### src/clock_digit_column_renderer_macros.svh
// assertion macros for the clock digit column renderer
// used by the top level; define ASSERT_OFF to drop every check
`ifndef CLOCK_DIGIT_COLUMN_RENDERER_MACROS_SVH
`define CLOCK_DIGIT_COLUMN_RENDERER_MACROS_SVH

`ifndef ASSERT_OFF

// property must hold in every cycle out of reset
`define CDCR_ASSERT(lbl, clk, rst_n, prop, msg) \
    lbl: assert property (@(posedge clk) disable iff (!rst_n) (prop)) else $error(msg);

// condition implies a consequence in the next cycle
`define CDCR_ASSERT_NEXT(lbl, clk, rst_n, pre, post, msg) \
    lbl: assert property (@(posedge clk) disable iff (!rst_n) (pre) |=> (post)) else $error(msg);

`else

`define CDCR_ASSERT(lbl, clk, rst_n, prop, msg)
`define CDCR_ASSERT_NEXT(lbl, clk, rst_n, pre, post, msg)

`endif

`endif

### src/cdcr_pkg.sv
// shared types, constants and font tables of the clock digit column renderer
// no dependencies; imported by clock_digit_column_renderer
`timescale 1ns / 1ps

package cdcr_pkg;

    // default number of chained 8x8 panels
    localparam int DEF_PANEL_COUNT = 4;

    // action codes of an input transaction
    typedef enum logic [2:0] {
        ACT_CLEAR   = 3'd0,
        ACT_TIME    = 3'd1,
        ACT_TOP_ROW = 3'd2,
        ACT_GLYPH   = 3'd3,
        ACT_PUSH    = 3'd4
    } t_action;

    // sequencer states
    typedef enum logic {
        ST_IDLE = 1'b0,
        ST_WALK = 1'b1
    } t_state;

    // glyph picture kinds
    typedef enum logic [1:0] {
        GLY_LEFT  = 2'd0,
        GLY_MID   = 2'd1,
        GLY_RIGHT = 2'd2
    } t_glyph;

    // first column of each digit: hh, mm, ss
    localparam logic [5:0] DIGIT_START [6] = '{6'd2, 6'd6, 6'd12, 6'd16, 6'd22, 6'd26};
    localparam logic [5:0] COLON_A_COL = 6'd10;
    localparam logic [5:0] COLON_B_COL = 6'd20;
    localparam logic [7:0] COLON_BITS  = 8'h28;

    // 3x5 font, one 5-bit column per entry
    localparam logic [4:0] DIGIT_FONT [10][3] = '{
        '{5'h1F, 5'h11, 5'h1F}, '{5'h00, 5'h1F, 5'h00}, '{5'h1D, 5'h15, 5'h17},
        '{5'h11, 5'h15, 5'h1F}, '{5'h07, 5'h04, 5'h1F}, '{5'h17, 5'h15, 5'h1D},
        '{5'h1F, 5'h15, 5'h1D}, '{5'h01, 5'h01, 5'h1F}, '{5'h1F, 5'h15, 5'h1F},
        '{5'h17, 5'h15, 5'h1F}
    };

    // glyph pictures, stored row by row
    localparam logic [7:0] PIC_RIGHT [8] = '{8'h00, 8'h00, 8'h1e, 8'he1,
                                             8'h07, 8'he1, 8'h1e, 8'h00};
    localparam logic [7:0] PIC_MID   [8] = '{8'h00, 8'h00, 8'h00, 8'hff,
                                             8'h00, 8'hff, 8'h00, 8'h00};
    localparam logic [7:0] PIC_LEFT  [8] = '{8'h70, 8'h88, 8'h88, 8'h7f,
                                             8'h70, 8'h8f, 8'h88, 8'h70};

    // tens digit of a 7-bit value by reciprocal multiply, exact below 128
    function automatic logic [3:0] tens_of(input logic [6:0] v);
        logic [14:0] prod;
        prod = 15'(v) * 15'd205;
        return prod[14:11];
    endfunction

    // units digit of a 7-bit value
    function automatic logic [3:0] units_of(input logic [6:0] v);
        logic [6:0] rem;
        rem = v - 7'(tens_of(v) * 7'd10);
        return rem[3:0];
    endfunction

    // transposed glyph column x: row r lands in bit 7-r
    function automatic logic [7:0] glyph_col(input t_glyph kind, input logic [2:0] x);
        logic [7:0] bits;
        logic [7:0] row;
        bits = '0;
        for (int r = 0; r < 8; r++) begin
            unique case (kind)
                GLY_LEFT:  row = PIC_LEFT[r];
                GLY_MID:   row = PIC_MID[r];
                default:   row = PIC_RIGHT[r];
            endcase
            bits[7-r] = row[~x];
        end
        return bits;
    endfunction

endpackage

### src/clock_digit_column_renderer.sv
// top level of the clock digit column renderer: column framebuffer and sequencer
// depends on cdcr_pkg and clock_digit_column_renderer_macros.svh
`timescale 1ns / 1ps
//
// Usage
// - input channel (i_in_valid / o_in_stall) carries one action per transaction:
//   clear, draw time, draw top row, draw glyph or push
// - output channel (o_out_valid / i_out_stall) carries one column per transaction
//   during a push: column index, pixel byte (bit 0 = top row), last flag
// - config channel (i_cfg_valid / o_cfg_ready, always ready) writes the glyph enable
// - clear, unused actions, and a disabled glyph finish in the accepting cycle
// - draw time, draw top row, an enabled glyph and push walk all PANEL_COUNT*8 columns through
//   one read-modify-write path on the framebuffer memory, one column per cycle unless a
//   push is held by a receiver stall; the input stays stalled until the walk ends
// - push: each column passes the read stage and the output register, then one per cycle
//   while the receiver takes them; a receiver stall holds the output register and
//   pauses the column walk, nothing is lost
// - reset (synchronous, active low) empties the framebuffer through per-column
//   valid bits, sets the glyph enable and drops any pending output
//
`include "clock_digit_column_renderer_macros.svh"

module clock_digit_column_renderer
    import cdcr_pkg::*;
#(
    parameter int PANEL_COUNT = DEF_PANEL_COUNT
) (
    input  logic        i_clk,
    input  logic        i_rst_n,
    // input transactions
    input  logic        i_in_valid,
    output logic        o_in_stall,
    input  logic [2:0]  i_action,
    input  logic [6:0]  i_hours,
    input  logic [6:0]  i_minutes,
    input  logic [6:0]  i_seconds,
    input  logic [31:0] i_centiseconds,
    // output transactions
    output logic        o_out_valid,
    input  logic        i_out_stall,
    output logic [5:0]  o_column,
    output logic [7:0]  o_column_bits,
    output logic        o_last,
    // configuration write
    input  logic        i_cfg_valid,
    output logic        o_cfg_ready,
    input  logic        i_cfg_data
);

    localparam int TOTAL_COLS = PANEL_COUNT * 8;
    localparam int ADDR_W     = $clog2(TOTAL_COLS);
    localparam int CNT_W      = ADDR_W + 1;
    localparam logic [CNT_W-1:0]  COL_END   = CNT_W'(TOTAL_COLS);
    localparam logic [ADDR_W-1:0] COL_LAST  = ADDR_W'(TOTAL_COLS - 1);
    localparam logic [6:0]        COLS_7    = 7'(TOTAL_COLS);
    localparam bit                HAS_GLYPH = (PANEL_COUNT >= 4);
    localparam logic [2:0] PANEL_LAST = 3'(PANEL_COUNT - 1);
    localparam logic [2:0] PANEL_PREV = 3'((PANEL_COUNT >= 2) ? PANEL_COUNT - 2 : 0);

    // state
    t_state              r_state, n_state;
    t_action             r_act;
    logic [CNT_W-1:0]    r_col;
    logic [3:0]          r_digit [6];
    logic [31:0]         r_cs;
    logic                r_glyph_en;
    logic [TOTAL_COLS-1:0] r_fill;
    logic [7:0]          r_frame_mem [TOTAL_COLS];

    // read stage
    logic                r_rd_vld;
    logic [ADDR_W-1:0]   r_rd_col;
    logic [7:0]          r_rd_data;
    logic                r_rd_fill;

    // output register
    logic                r_out_valid;
    logic [5:0]          r_out_col;
    logic [7:0]          r_out_bits;
    logic                r_out_last;

    // control
    logic                in_accept;
    logic                start_walk;
    logic                out_free;
    logic                consume;
    logic                rd_en;
    logic                wr_en;
    logic                out_load;
    logic [7:0]          old_bits;
    logic [7:0]          new_bits;
    logic [5:0]          col_ext;

    assign in_accept   = i_in_valid && !o_in_stall;
    assign o_cfg_ready = 1'b1;

    // actions that walk the columns
    always_comb begin
        start_walk = 1'b0;
        unique case (i_action)
            ACT_TIME, ACT_TOP_ROW, ACT_PUSH: start_walk = 1'b1;
            ACT_GLYPH:                       start_walk = r_glyph_en && HAS_GLYPH;
            default:                         start_walk = 1'b0;
        endcase
    end

    // next state
    always_comb begin
        n_state = r_state;
        unique case (r_state)
            ST_IDLE: begin
                if (in_accept && start_walk) n_state = ST_WALK;
            end
            ST_WALK: begin
                if (r_col == COL_END && (!r_rd_vld || consume)) n_state = ST_IDLE;
            end
            default: n_state = ST_IDLE;
        endcase
    end

    // sequencer outputs
    always_comb begin
        o_in_stall = (r_state != ST_IDLE);
        out_free   = !r_out_valid || !i_out_stall;
        consume    = r_rd_vld && ((r_act != ACT_PUSH) || out_free);
        rd_en      = (r_state == ST_WALK) && (r_col != COL_END) && (!r_rd_vld || consume);
        wr_en      = consume && (r_act != ACT_PUSH);
        out_load   = consume && (r_act == ACT_PUSH);
    end

    // column rewrite for the draw actions
    always_comb begin
        logic [5:0] s;
        logic [5:0] off;
        old_bits = r_rd_fill ? r_rd_data : 8'h00;
        col_ext  = 6'(r_rd_col);
        new_bits = old_bits;
        s        = '0;
        off      = '0;
        unique case (r_act)
            ACT_TIME: begin
                for (int i = 0; i < 6; i++) begin
                    s   = DIGIT_START[i];
                    off = col_ext - s;
                    if (col_ext >= s && col_ext < s + 6'd3 && (7'(s) + 7'd3 <= COLS_7)
                        && r_digit[i] <= 4'd9) begin
                        new_bits = {1'b0, DIGIT_FONT[r_digit[i]][off[1:0]], 1'b0, old_bits[0]};
                    end
                end
                if (col_ext == COLON_A_COL || col_ext == COLON_B_COL) begin
                    new_bits = COLON_BITS | {7'd0, old_bits[0]};
                end
            end
            ACT_TOP_ROW: begin
                new_bits = {old_bits[7:1], (col_ext < 6'd32) ? r_cs[~col_ext[4:0]] : 1'b0};
            end
            ACT_GLYPH: begin
                priority if (col_ext[5:3] == 3'd0)       new_bits = glyph_col(GLY_LEFT, col_ext[2:0]);
                else if (col_ext[5:3] == 3'd1)         new_bits = glyph_col(GLY_MID, col_ext[2:0]);
                else if (col_ext[5:3] == PANEL_PREV)   new_bits = glyph_col(GLY_MID, col_ext[2:0]);
                else if (col_ext[5:3] == PANEL_LAST)   new_bits = glyph_col(GLY_RIGHT, col_ext[2:0]);
                else                                   new_bits = old_bits;
            end
            default: new_bits = old_bits;
        endcase
    end

    // control registers
    always_ff @(posedge i_clk) begin
        if (!i_rst_n) begin
            r_state     <= ST_IDLE;
            r_act       <= ACT_CLEAR;
            r_col       <= '0;
            r_glyph_en  <= 1'b1;
            r_fill      <= '0;
            r_rd_vld    <= 1'b0;
            r_out_valid <= 1'b0;
        end else begin
            r_state <= n_state;
            if (i_cfg_valid && o_cfg_ready) r_glyph_en <= i_cfg_data;
            if (in_accept) begin
                r_act <= t_action'(i_action);
                r_col <= '0;
            end else if (rd_en) begin
                r_col <= r_col + CNT_W'(1);
            end
            // clear drops every column at once
            if (in_accept && i_action == ACT_CLEAR) r_fill <= '0;
            else if (wr_en) r_fill[r_rd_col] <= 1'b1;
            if (rd_en) r_rd_vld <= 1'b1;
            else if (consume) r_rd_vld <= 1'b0;
            if (out_load) r_out_valid <= 1'b1;
            else if (!i_out_stall) r_out_valid <= 1'b0;
        end
    end

    // operand capture
    always_ff @(posedge i_clk) begin
        if (in_accept) begin
            r_digit[0] <= tens_of(i_hours);
            r_digit[1] <= units_of(i_hours);
            r_digit[2] <= tens_of(i_minutes);
            r_digit[3] <= units_of(i_minutes);
            r_digit[4] <= tens_of(i_seconds);
            r_digit[5] <= units_of(i_seconds);
            r_cs       <= i_centiseconds;
        end
    end

    // framebuffer memory, one write and one registered read per cycle
    always_ff @(posedge i_clk) begin
        if (wr_en) r_frame_mem[r_rd_col] <= new_bits;
        if (rd_en) begin
            r_rd_data <= r_frame_mem[r_col[ADDR_W-1:0]];
            r_rd_fill <= r_fill[r_col[ADDR_W-1:0]];
            r_rd_col  <= r_col[ADDR_W-1:0];
        end
    end

    // output payload
    always_ff @(posedge i_clk) begin
        if (out_load) begin
            r_out_col  <= 6'(r_rd_col);
            r_out_bits <= old_bits;
            r_out_last <= (r_rd_col == COL_LAST);
        end
    end

    assign o_out_valid   = r_out_valid;
    assign o_column      = r_out_col;
    assign o_column_bits = r_out_bits;
    assign o_last        = r_out_last;

    // checks
    `CDCR_ASSERT(a_idle_no_read, i_clk, i_rst_n, (r_state == ST_IDLE) -> !r_rd_vld, "read pending while idle")
    `CDCR_ASSERT(a_write_in_walk, i_clk, i_rst_n, wr_en -> (r_state == ST_WALK), "framebuffer write outside a walk")
    `CDCR_ASSERT(a_col_bound, i_clk, i_rst_n, r_col <= COL_END, "column counter past the end")
    `CDCR_ASSERT(a_out_col_bound, i_clk, i_rst_n, o_out_valid -> (7'(o_column) < COLS_7), "column index out of range")
    `CDCR_ASSERT_NEXT(a_last_ends_walk, i_clk, i_rst_n, out_load && (r_rd_col == COL_LAST), r_state == ST_IDLE, "walk continues after last column")

endmodule

### config.mk
export PLATFORM = sky130hd
export DESIGN_NAME = clock_digit_column_renderer
export DESIGN_NICKNAME = d
export VERILOG_FILES = /design/src/cdcr_pkg.sv /design/src/clock_digit_column_renderer.sv
export VERILOG_INCLUDE_DIRS = /design/src /design/src/src
export SDC_FILE = /design/constraint.sdc
export NUM_CORES = 1
export LEC_CHECK = 0
export BUFFER_PORTS_ARGS = -buffer_cell sky130_fd_sc_hd__buf_2
export CAP_MARGIN = 20
export CORE_MARGIN = 1
export CORE_UTILIZATION = 40
export CTS_BUF_LIST = sky130_fd_sc_hd__clkbuf_4 sky130_fd_sc_hd__clkbuf_8 sky130_fd_sc_hd__clkbuf_16
export DETAILED_ROUTE_END_ITERATION = 8
export HOLD_SLACK_MARGIN = 0.1
export PLACE_DENSITY_LB_ADDON = 0.25
export SETUP_SLACK_MARGIN = 0.1
export SLEW_MARGIN = 20
export SYNTH_ARGS = -nofsm -noshare
export SYNTH_HDL_FRONTEND = slang
export SYNTH_SLANG_ARGS = --single-unit
### constraint.sdc
create_clock -name i_clk -period 5.5 [get_ports i_clk]
set_input_delay 0.55 -clock i_clk [delete_from_list [all_inputs] [get_ports i_clk]]
set_output_delay 0.55 -clock i_clk [all_outputs]
set_load 0.02 [all_outputs]
Word-level counts from Yosys, hierarchy flattened. Memories as Yosys holds them, arrays and structs flattened. A register that Yosys moved wholly into a read port is not among the register bits. Index checks and enable logic that the tools add are counted.

Flip-flop bits (word level): 97. RAM bits: 280. Bits in read-only memories: 1440. Logic and storage cells: 270. Memories: 8.

Add/sub/neg operators: 10. Multipliers: 6. $lt $le $gt $ge: 35. Equality and inequality tests: 18. Mux-type cells: 127. Bitwise logic cells: 17. Reductions and logical operators: 36.

Memories: r_frame_mem (words 32, bits a word 8, rd ports 1, clocked after Yosys merged registers in 1, wr ports 1, line clock_digit_column_renderer.sv:68) `logic [7:0] r_frame_mem [TOTAL_COLS];`; (name not given) (words 16, bits a word 15, rd ports 1, clocked after Yosys merged registers in 0, wr ports 0, line clock_digit_column_renderer.sv:147) `new_bits = {1'b0, DIGIT_FONT[r_digit[i]][off[1:0]], 1'b0, old_bits[0]};`; (name not given) (words 16, bits a word 15, rd ports 1, clocked after Yosys merged registers in 0, wr ports 0, line clock_digit_column_renderer.sv:147); (name not given) (words 16, bits a word 15, rd ports 1, clocked after Yosys merged registers in 0, wr ports 0, line clock_digit_column_renderer.sv:147); (name not given) (words 16, bits a word 15, rd ports 1, clocked after Yosys merged registers in 0, wr ports 0, line clock_digit_column_renderer.sv:147); (name not given) (words 16, bits a word 15, rd ports 1, clocked after Yosys merged registers in 0, wr ports 0, line clock_digit_column_renderer.sv:147); 2 more memories.

Operators with widths (number): $mux 8 (54); $mux 15 (12); $bmux 5 s2 (6); $mux 5 (12); $ge 5x5->1 const B (9); $mul 7x8->15 const B (3); $bmux 1 s3 (12); $or 32x32->32 (1); $not 4->5 (6); $mux 1 (25); $le 4x4->1 const B (6); $pmux 8 s3 (1); $logic_and 1x1->1 (22); $ge 3x3->1 const B (6); $lt 5x6->1 const B (3); $not 2->3 (6); $lt 5x5->1 const B (3); $eq 3x2->1 const B (4); $mul 4x3->3 const B (3); $sub 4x4->4 (3); $bmux 1 s5 (2); $eq 5x5->1 const B (2); $lt 5x4->1 const B (2); $sub 2x2->2 const B (4); other kinds (29) (42).

Logic depth before layout (Yosys ltp). Gate-level depths: netlist of the first run. An unclocked memory read counts as a cell.

Depth after elaboration: 16. Depth in mapped cells: 18. Depth with buffers taken out: 18.

Least setup slack after synthesis of the first run. No wires, ideal clock.

Path kind: input to register. Start point: input i_hours[4]. End point: memory r_digit[1][3] (data pin). Data arrival time: 4173 ps. Required time: 5232 ps. Slack: 1060 ps. Stages: 16. Path through: ha_1 -> fa_1 -> ha_1 -> inv_1 -> fa_1 -> inv_1 -> ha_1 -> a211oi_1 -> a21oi_1 -> a21bo_2 -> a21oi_1 -> xnor2_1 -> ha_1 -> fa_1 -> xnor2_1 -> xnor3_1.

RTL lines: start, declared (line clock_digit_column_renderer.sv:34) `input logic [6:0] i_hours,`; end, declared (line clock_digit_column_renderer.sv:64) `logic [3:0] r_digit [6];`.

==> metrics.md, run 1 <==
| Metric | Value |
|---|---|
| Crit-path max cell delay | `0.50 ns` |
| Setup Slack @ Placement | `0.676 ns` |
| Worst setup startpoint | `i_hours[4]` |
| Post-synth EDFFs | `340` |
| Most frequent cells in the layout | `edfxtp_1, ha_1, nor2_1` |
| Hold-fix buffers at CTS | `0` |
| Relative slew slack | `0.257` |
| Initial antenna violation count | `1` |
| Maximum VDD drop | `0.000246 V` |
| Crit path DAT | `4.54 ns` |
| Final setup skew | `0.0110 ns` |
| Syn nets | `1544` |
| Min Clock Period, post-route | `4.25 ns` |
| Area leader, netlist | `edfxtp_1` |
| CTS root buf | `clkbuf_16` |
| Worst r2r path cells | `7` |
| Die area | `49200 sq um` |
| DRC | `0` |
| M2 GR Usage | `0.305` |
| Num rows | `80` |
| CTS tree | `yes` |
| Synth Flop Type | `edfxtp_1` |
| Met3 Usage GRT | `0.0282` |
| Critical R2R Capture | `r_frame_mem[17][0]` |
| Die X | `222 um` |
| Slew Limit Fails | `0` |
| RSZ-0062 raised after global routing | `no` |
| Syn Area/Cell | `14.6 sq um` |
| IO buf count | `77` |
| Pwr/cell area | `351 nW/um^2` |
| CTS Buffer Depth | `3` |
| Layout cells sized above 1 | `0.221` |
| Startpoint Class | `primary input` |
| Largest net degree at the start of global routing | `72` |
| Drt initial violations | `864` |
| CP required | `5.79 ns` |
| Height of the die | `222 um` |
| Setup Fix Bufs, Post-CTS | `0` |
| TritonCTS Buffers | `42` |
| Number of I/O pins | `80` |
| Register bit total from synthesis | `385` |
| Initial core utilization | `0.405` |
| Critical path capture point type | `register` |
| Post-synthesis sequential area ratio | `0.575` |
| Worst setup margin | `1.25 ns` |
| Busiest layer in global routing | `met2` |
| Unique masters post-synth | `80` |
| Sink Count | `385` |
| Critical Path Most Common Cell | `ha_1` |
| Syn. warnings | `0` |
| Worst-Margin Slew | `1.11 ns` |
| Setup TNS | `0 ns` |
| Final setup fails | `0` |
| Routed len/inst | `21.8 um` |
| Async set-reset flop share out of synthesis | `0` |
| Most common cell after layout, fill and taps aside | `edfxtp_1` |
| Final Power | `7680 uW` |
| Top cell type's share of synthesized area | `0.528` |
| CP max FO | `4` |
| Final HPWL DP | `30200 um` |
| Met1 Track Usage GR | `0.251` |
| Gr ovfl total | `0` |
| Crit path cell chain | `buf_2 -> ha_1 -> fa_1 -> ha_1 -> inv_1 -> fa_1 -> inv_1 -> ha_1 -> a211oi_1 -> a21oi_1 -> a21bo_2 -> a21oi_1 -> xnor2_1 -> ha_1 -> fa_1 -> xnor2_1 -> xnor3_1` |
| Outcome | `finished clean` |
| Reg2Reg Setup Slack | `1.67 ns` |
| Routability cong. | `0.867` |
| WS Path Type | `primary input to register` |
| Worst setup path end | `r_digit[1][3]` |
| Max-Cap Viols | `0` |
| Overall Global Routing Usage | `0.183` |
| Period utilization | `0.772` |
| P_leak | `0.00799 uW` |
| Antenna Nets Post-Route | `0` |
| Post-Route WL | `44700 um` |
| Syn-to-layout area delta | `13.1%` |
| Clk Latency, worst-skew pair | `0.56 ns` |
| Cts repair resizes | `0` |
| First-pass GRT wire length | `68000 um` |
| FMAX | `235 MHz` |
| Gate Count Post-Synth | `1324` |
| Core Box Area | `47700 sq um` |
| Post-Syn Area | `19300 sq um` |
| Pre-Repair DR Iteration Count | `5` |
| Vias per std cell | `5.48` |
| # H-tree levels | `2` |
| Worst-path clk slew | `0.06 ns` |
| Slowest-stage cell, CP | `fa_1` |
| Hold crit path type | `primary input to register` |
| Final Hold Vio Count | `0` |
| Via count | `11200` |
| Synth top area cells | `edfxtp_1, mux4_2, ha_1` |
| Number of global-route vias before repair | `11300` |
| Reg-to-Reg Start | `r_rd_col[0]` |
| Net count, final | `1620` |
## layout make-up
cell class / count / area [sq um]
inverters: 106 / 398
repair buffers: 96 / 541
multi-input cells: 769 / 7620
fillers: 4140 / 25900
well taps: 615 / 769
clock inverters: 19 / 176
flip-flops and latches: 385 / 11100
diodes: 2 / 5.00
clock buffers: 58 / 1240
## registers in the layout, indices dropped and copies added (netlist names)
register       cells
r_digit           24
r_rd_col           5
r_rd_vld           1
r_col              6
r_fill            32
r_cs              32
o_column_bits      8
o_last             1
r_frame_mem      256
r_rd_fill          1
o_column           5
r_glyph_en         1
r_rd_data          8
o_out_valid        1
o_in_stall         1
r_act              3
## synthesized netlist by cell type, types with 5 or more instances
| library cell | number |
|---|---|
| edfxtp_1 | 340 |
| ha_1 | 131 |
| nor2_1 | 114 |
| inv_1 | 106 |
| mux4_2 | 98 |
| a21oi_1 | 56 |
| nand2_1 | 48 |
| dfxtp_1 | 45 |
| clkbuf_1 | 40 |
| fa_1 | 27 |
| o21ai_0 | 24 |
| nand2b_1 | 18 |
| xnor2_1 | 15 |
| a211oi_1 | 14 |
| buf_2 | 14 |
| nor2b_1 | 13 |
| xor2_1 | 12 |
| nand3b_1 | 11 |
| mux2_2 | 10 |
| nand3_1 | 9 |
| nor3_1 | 9 |
| o21ba_2 | 9 |
| o22ai_1 | 9 |
| o21bai_1 | 8 |
| a21boi_0 | 7 |
| nor3b_1 | 7 |
| o211ai_1 | 6 |
| or3_1 | 6 |
| or3b_2 | 6 |
| a311o_1 | 5 |
| a31oi_1 | 5 |
| buf_1 | 5 |
| mux2i_1 | 5 |
| nand4_1 | 5 |
| o21a_1 | 5 |
| o31ai_1 | 5 |
## metal layers
metal  wire length [um]  vias up
met5                  0        -
met4                731        0
met3               2580       54
met2              21900      317
met1              19400     5654
li1                   -     5203
## where the power goes
group          internal [uW]  switching, uW  total (uW)
Clock                   1720           1140        2860
Combinational            581            744        1330
Sequential              3360            139        3500
Total                   5660           2020        7680
## worst min path at each step
stage | endpoint | cells after the start | from | slack, ns
after floorplan | r_fill[14] | 2 | r_fill[14] | 0.43
after global placement | r_fill[29] | 2 | r_fill[29] | 0.45
after detailed placement | r_fill[28] | 2 | r_fill[28] | 0.45
after CTS | r_cs[21] | 1 | i_centiseconds[21] | 0.14
after global routing | r_cs[0] | 1 | i_centiseconds[0] | 0.15
final | r_cs[3] | 1 | i_centiseconds[3] | 0.17
## worst max-delay path, delay by kind of cell
family / cells / cell delay [ns]
AO/OA/AOI/OAI: 4 / 0.72
buffers and inverters: 3 / 0.22
XOR/XNOR: 3 / 0.55
adder cells (fa/ha/maj): 7 / 2.48
## stage by stage
stage	std cells	utilization	hold WS [ns]	cell area [sq um]
CTS	2048	0.458	0.140	21900
floorplan	1324	-	0.435	19300
global route	2048	0.458	0.148	21900
global placement	1971	0.428	0.445	20400
finish	2050	0.458	0.165	21900
detailed placement	1971	0.428	0.455	20400
## cell families (layout without fill, tap and decap cells)
family,after synthesis,after routing,synth area share
xor+xnor,28,28,0.0134
buf+inv,170,279,0.0351
fa+ha+maj,158,158,0.113
other cells,2,4,0.000388
flops,385,385,0.575
mux,113,113,0.123
compound gates,202,202,0.0734
simple gates,266,266,0.0676
Note: power is estimated with default switching activity, not from simulation.
==> run 2, diff against run 1 <==
==> constraint.sdc (replaced) <==
create_clock -name i_clk -period 3.7 [get_ports i_clk]
set_input_delay 0.37 -clock i_clk [delete_from_list [all_inputs] [get_ports i_clk]]
set_output_delay 0.37 -clock i_clk [all_outputs]
set_load 0.02 [all_outputs]
==> metrics.md, run 2 (synthesis gave the netlist of run 1 again) <==
| Metric | Value |
|---|---|
| Slew Limit Fails | `0` |
| Final setup skew | `0.0256 ns` |
| CTS tree | `yes` |
| Syn-to-layout area delta | `22.1%` |
| Post-Route WL | `45900 um` |
| Num rows | `80` |
| Crit-path max cell delay | `0.48 ns` |
| IO buf count | `77` |
| Most common cell after layout, fill and taps aside | `edfxtp_1` |
| M2 GR Usage | `0.326` |
| Placed cell areas | `21600 sq um` |
| Largest register FFs | `256` |
| Crit-path leading delay family | `adder cells` |
| CTS root buf | `clkbuf_16` |
| Pwr/cell area | `497 nW/um^2` |
| Finished Cell Area | `23600 sq um` |
| Gr ovfl total | `0` |
| Min Clock Period, post-route | `3.59 ns` |
| Max-Cap Viols | `0` |
| CP required | `4.00 ns` |
| Met3 Usage GRT | `0.0292` |
| WS Path Type | `primary input to register` |
| Pre-Repair DR Iteration Count | `7` |
| Number of global-route vias before repair | `12200` |
| Most frequent cells in the layout | `edfxtp_1, buf_4, nor2_1` |
| Core Box Area | `47700 sq um` |
| Clk Latency, worst-skew pair | `0.58 ns` |
| Vias per std cell | `5.36` |
| Ant diodes | `0` |
| TritonCTS Buffers | `40` |
| Initial core utilization | `0.405` |
| CTS Buffer Depth | `3` |
| Largest net degree at the start of global routing | `76` |
| RSZ-0062 raised after global routing | `yes` |
| Met1 Track Usage GR | `0.247` |
| Post-Layout Cell Count | `2207` |
| Busiest layer in global routing | `met2` |
| Die area | `49200 sq um` |
| First-pass GRT wire length | `70700 um` |
| Final Hold Vio Count | `0` |
| Worst-path clk slew | `0.06 ns` |
| # H-tree levels | `2` |
| Via count | `11800` |
| # fillers | `3942` |
| Critical path capture point type | `register` |
| Largest regs | `r_frame_mem: 256 flops, r_cs: 32 flops, r_fill: 32 flops` |
| Final HPWL DP | `31100 um` |
| Top reg by flops | `r_frame_mem` |
| Die X | `222 um` |
| CP max FO | `4` |
| Inst Count DP | `2081` |
| DRC | `0` |
| Number of I/O pins | `80` |
| Maximum VDD drop | `0.000308 V` |
| Sink Count | `385` |
| Net count, final | `1780` |
| Setup TNS | `0 ns` |
| Outcome | `finished clean` |
| Period utilization | `0.971` |
| Worst-Margin Slew | `0.962 ns` |
| Routed len/inst | `20.8 um` |
| Hold slack final | `0.144 ns` |
| Initial antenna violation count | `1` |
| Slowest-stage cell, CP | `fa_1` |
| Layout cells sized above 1 | `0.305` |
| Height of the die | `222 um` |
| Final setup fails | `0` |
| FMAX | `278 MHz` |
| Crit path cell chain | `buf_8 -> ha_4 -> fa_1 -> ha_1 -> inv_2 -> fa_1 -> inv_2 -> ha_4 -> a211oi_4 -> a21oi_2 -> a21bo_2 -> a21oi_2 -> xnor2_2 -> ha_2 -> fa_2 -> xnor2_2 -> xnor3_1` |
| Hold crit path type | `primary input to register` |
| Relative slew slack | `0.359` |
| Antenna Nets Post-Route | `0` |
| Overall Global Routing Usage | `0.190` |
| Drt initial violations | `937` |
| Multi-input gate area | `7980 sq um` |
| Reg area | `11100 sq um` |
| Routability cong. | `0.905` |
| Crit path DAT | `3.89 ns` |
| Buf/Inv on CP | `3` |
| P_leak | `0.00880 uW` |
| Startpoint Class | `primary input` |
run 2: cell type report:
type | instances | area share
Multi-Input combinational cell | 769 | 0.338
Clock buffer | 53 | 0.0471
Clock inverter | 21 | 0.00997
Tap cell | 615 | 0.0326
Sequential cell | 385 | 0.471
Inverter | 106 | 0.0169
Timing Repair Buffer | 258 | 0.0844
run 2: final timing paths:
path / startpoint / slack, ns / endpoint / cells past startpoint
setup / recovery: i_hours[4] / 0.11 / r_digit[1][3] / 17
hold / removal: i_out_stall / 0.14 / o_out_valid / 3
setup reg to reg: r_rd_col[1] / 0.34 / r_frame_mem[6][5] / 6
hold reg to reg: r_fill[27] / 0.47 / r_fill[27] / 2
run 2: power by group:
group	switching (uW)	internal, uW	leakage (uW)
combinational	1250	1240	0.00462
sequential	198	5000	0.00350
clock	1690	2350	0.000677
run 2: timing repair:
action                     CTS  global route
pin swaps                   34            16
gates resized for setup     18            22
buffers inserted             6             5
setup endpoints to repair    3             5
hold buffers                41             0
hold endpoints to repair    40             0
run 2: stage by stage:
| stage | utilization | setup slack (ns) | total power [uW] |
|---|---|---|---|
| final | 0.494 | 0.108 | 11700 |
| after global routing | 0.494 | -0.0562 | 12300 |
| after CTS | 0.491 | 0.0793 | 11700 |
| after detailed placement | 0.452 | -0.640 | 7570 |
| after global placement | 0.452 | -0.595 | 7520 |
| after floorplan | - | -0.324 | 6800 |
run 2: layer usage:
metal	up-vias	wire length, um	share of wire
li1	5508	-	-
met1	5922	19000	0.41
met2	317	23400	0.51
met3	79	2460	0.054
met4	0	1030	0.022
met5	-	0	0
run 2: worst reg2reg max path, delay by kind of cell, from the launching register on:
family,cells,cell delay (ns)
AOI/OAI and AO/OA,4,1.67
and+or+nand+nor,1,0.65
DFF,1,0.64
buffers and inverters,1,0.25
==> run 3, diff against run 2 <==
--- a/config.mk
+++ b/config.mk
@@ -14,6 +14,7 @@
 export DETAILED_ROUTE_END_ITERATION = 8
 export HOLD_SLACK_MARGIN = 0.1
 export PLACE_DENSITY_LB_ADDON = 0.25
+export RECOVER_POWER = 100
 export SETUP_SLACK_MARGIN = 0.1
 export SLEW_MARGIN = 20
 export SYNTH_ARGS = -nofsm -noshare
==> metrics.md, run 3 (synthesis gave the netlist of run 1 again) <==
| Metric | Value |
|---|---|
| DRC | `0` |
| Top reg by flops | `r_frame_mem` |
| First-pass GRT wire length | `70700 um` |
| Final Hold Vio Count | `0` |
| TritonCTS Buffers | `40` |
| Buf/Inv on CP | `3` |
| Largest regs | `r_frame_mem: 256 flops, r_cs: 32 flops, r_fill: 32 flops` |
| RSZ-0062 raised after global routing | `yes` |
| Final setup skew | `0.0247 ns` |
| Net count, final | `1780` |
| Largest net degree at the start of global routing | `76` |
| CP max FO | `4` |
| Worst-path clk slew | `0.06 ns` |
| Max-Cap Viols | `3` |
| Gr ovfl total | `0` |
| Ant diodes | `0` |
| Antenna Nets Post-Route | `0` |
| Finished Cell Area | `23400 sq um` |
| Maximum VDD drop | `0.000309 V` |
| Initial antenna violation count | `0` |
| Min Clock Period, post-route | `3.59 ns` |
| Most frequent cells in the layout | `edfxtp_1, nor2_1, ha_1` |
| Placed cell areas | `21600 sq um` |
| Core Box Area | `47700 sq um` |
| Die area | `49200 sq um` |
| Layout cells sized above 1 | `0.261` |
| Overall Global Routing Usage | `0.190` |
| Initial core utilization | `0.405` |
| Failing checks | `max-capacitance violations, max-slew violations` |
| Pwr/cell area | `501 nW/um^2` |
| Final setup fails | `0` |
| Startpoint Class | `primary input` |
| Number of I/O pins | `80` |
| Post-Route WL | `46000 um` |
| Largest register FFs | `256` |
| CP required | `4.00 ns` |
| # fillers | `3994` |
| Drt initial violations | `928` |
| # H-tree levels | `2` |
| Crit path cell chain | `buf_8 -> ha_4 -> fa_1 -> ha_1 -> inv_2 -> fa_1 -> inv_2 -> ha_4 -> a211oi_4 -> a21oi_2 -> a21bo_2 -> a21oi_2 -> xnor2_2 -> ha_2 -> fa_2 -> xnor2_2 -> xnor3_1` |
| Clk Latency, worst-skew pair | `0.58 ns` |
| Most common cell after layout, fill and taps aside | `edfxtp_1` |
| Crit path DAT | `3.89 ns` |
| Final Util | `0.490` |
| Worst-Margin Slew | `1.87 ns` |
| Crit-path max cell delay | `0.48 ns` |
| Vias per std cell | `5.37` |
| Outcome | `finished with violations` |
| Slew Limit Fails | `78` |
| Sink Count | `385` |
| Routed len/inst | `20.8 um` |
| Crit-path leading delay family | `adder cells` |
| Die X | `222 um` |
| Final HPWL DP | `31100 um` |
| Relative slew slack | `-0.249` |
| Critical path capture point type | `register` |
| IO buf count | `77` |
| CTS Buffer Depth | `3` |
| Hold crit path type | `primary input to register` |
| CTS tree | `yes` |
| Pre-Repair DR Iteration Count | `7` |
| Syn-to-layout area delta | `21.1%` |
| WS Path Type | `primary input to register` |
| Slowest-stage cell, CP | `fa_1` |
| Via count | `11900` |
| Height of the die | `222 um` |
| Period utilization | `0.971` |
| P_leak | `0.00855 uW` |
| Number of global-route vias before repair | `12200` |
| Routability cong. | `0.905` |
| CTS root buf | `clkbuf_16` |
| FMAX | `278 MHz` |
| Num rows | `80` |
==> run 3: report_power, final <==
group	switching (uW)	internal [uW]
combinational	1250	1230
clock	1700	2350
sequential	199	5000
==> run 3: worst reg2reg max path: stages, from the launching register on <==
cell and delay (ns):
edfxtp_1 0.72, clkbuf_1 0.44, mux4_2 0.41, nor2b_1 0.15
or4_1 0.52, a211oi_1 0.30, o22ai_2 0.34, buf_4 0.32
==> run 3: metrics by stage <==
step | worst slack (ns) | hold slack [ns] | setup TNS, ns | power, uW | std cells
3_5_place_dp | -0.640 | 0.457 | -3.14 | 7570 | 2081
2_1_floorplan | -0.324 | 0.435 | -0.958 | 6800 | 1324
3_3_place_gp | -0.595 | 0.444 | -2.80 | 7520 | 2080
6_report | 0.108 | 0.136 | 0 | 11700 | 2207
5_1_grt | -0.0562 | 0.169 | -0.0684 | 12300 | 2207
4_1_cts | 0.0793 | 0.128 | 0 | 11700 | 2202
==> run 3: final timing paths <==
kind | start | depth (start not counted) | to | slack [ns]
hold reg to reg | r_fill[27] | 2 | r_fill[27] | 0.47
setup / recovery | i_hours[4] | 17 | r_digit[1][3] | 0.11
hold / removal | i_out_stall | 3 | o_out_valid | 0.14
setup reg to reg | r_rd_col[1] | 7 | r_frame_mem[7][0] | 0.21
==> run 3: final cells by class <==
cell class	count	area (sq um)	area share
sequential	385	11100	0.475
tap	615	769	0.0329
clock inverter	21	235	0.0101
inverter	106	398	0.0170
clock buffer	53	1110	0.0475
multi-input combinational	769	7980	0.341
timing repair buffer	258	1790	0.0767
==> run 3: metal layers <==
metal	GRT usage	wire, um
met2	0.326	23300
met1	0.247	19200
met3	0.0292	2410
met4	0.0600	1070
met5	0	0
==> run 3: what timing repair did <==
| item | 4_1_cts | 5_1_grt |
|---|---|---|
| setup endpoints to repair | 3 | 5 |
| endpoints found under the hold margin | 40 | 0 |
| pin swaps | 34 | 16 |
| resized for setup | 18 | 22 |
| hold buffers | 41 | 0 |
| setup buffers | 6 | 5 |
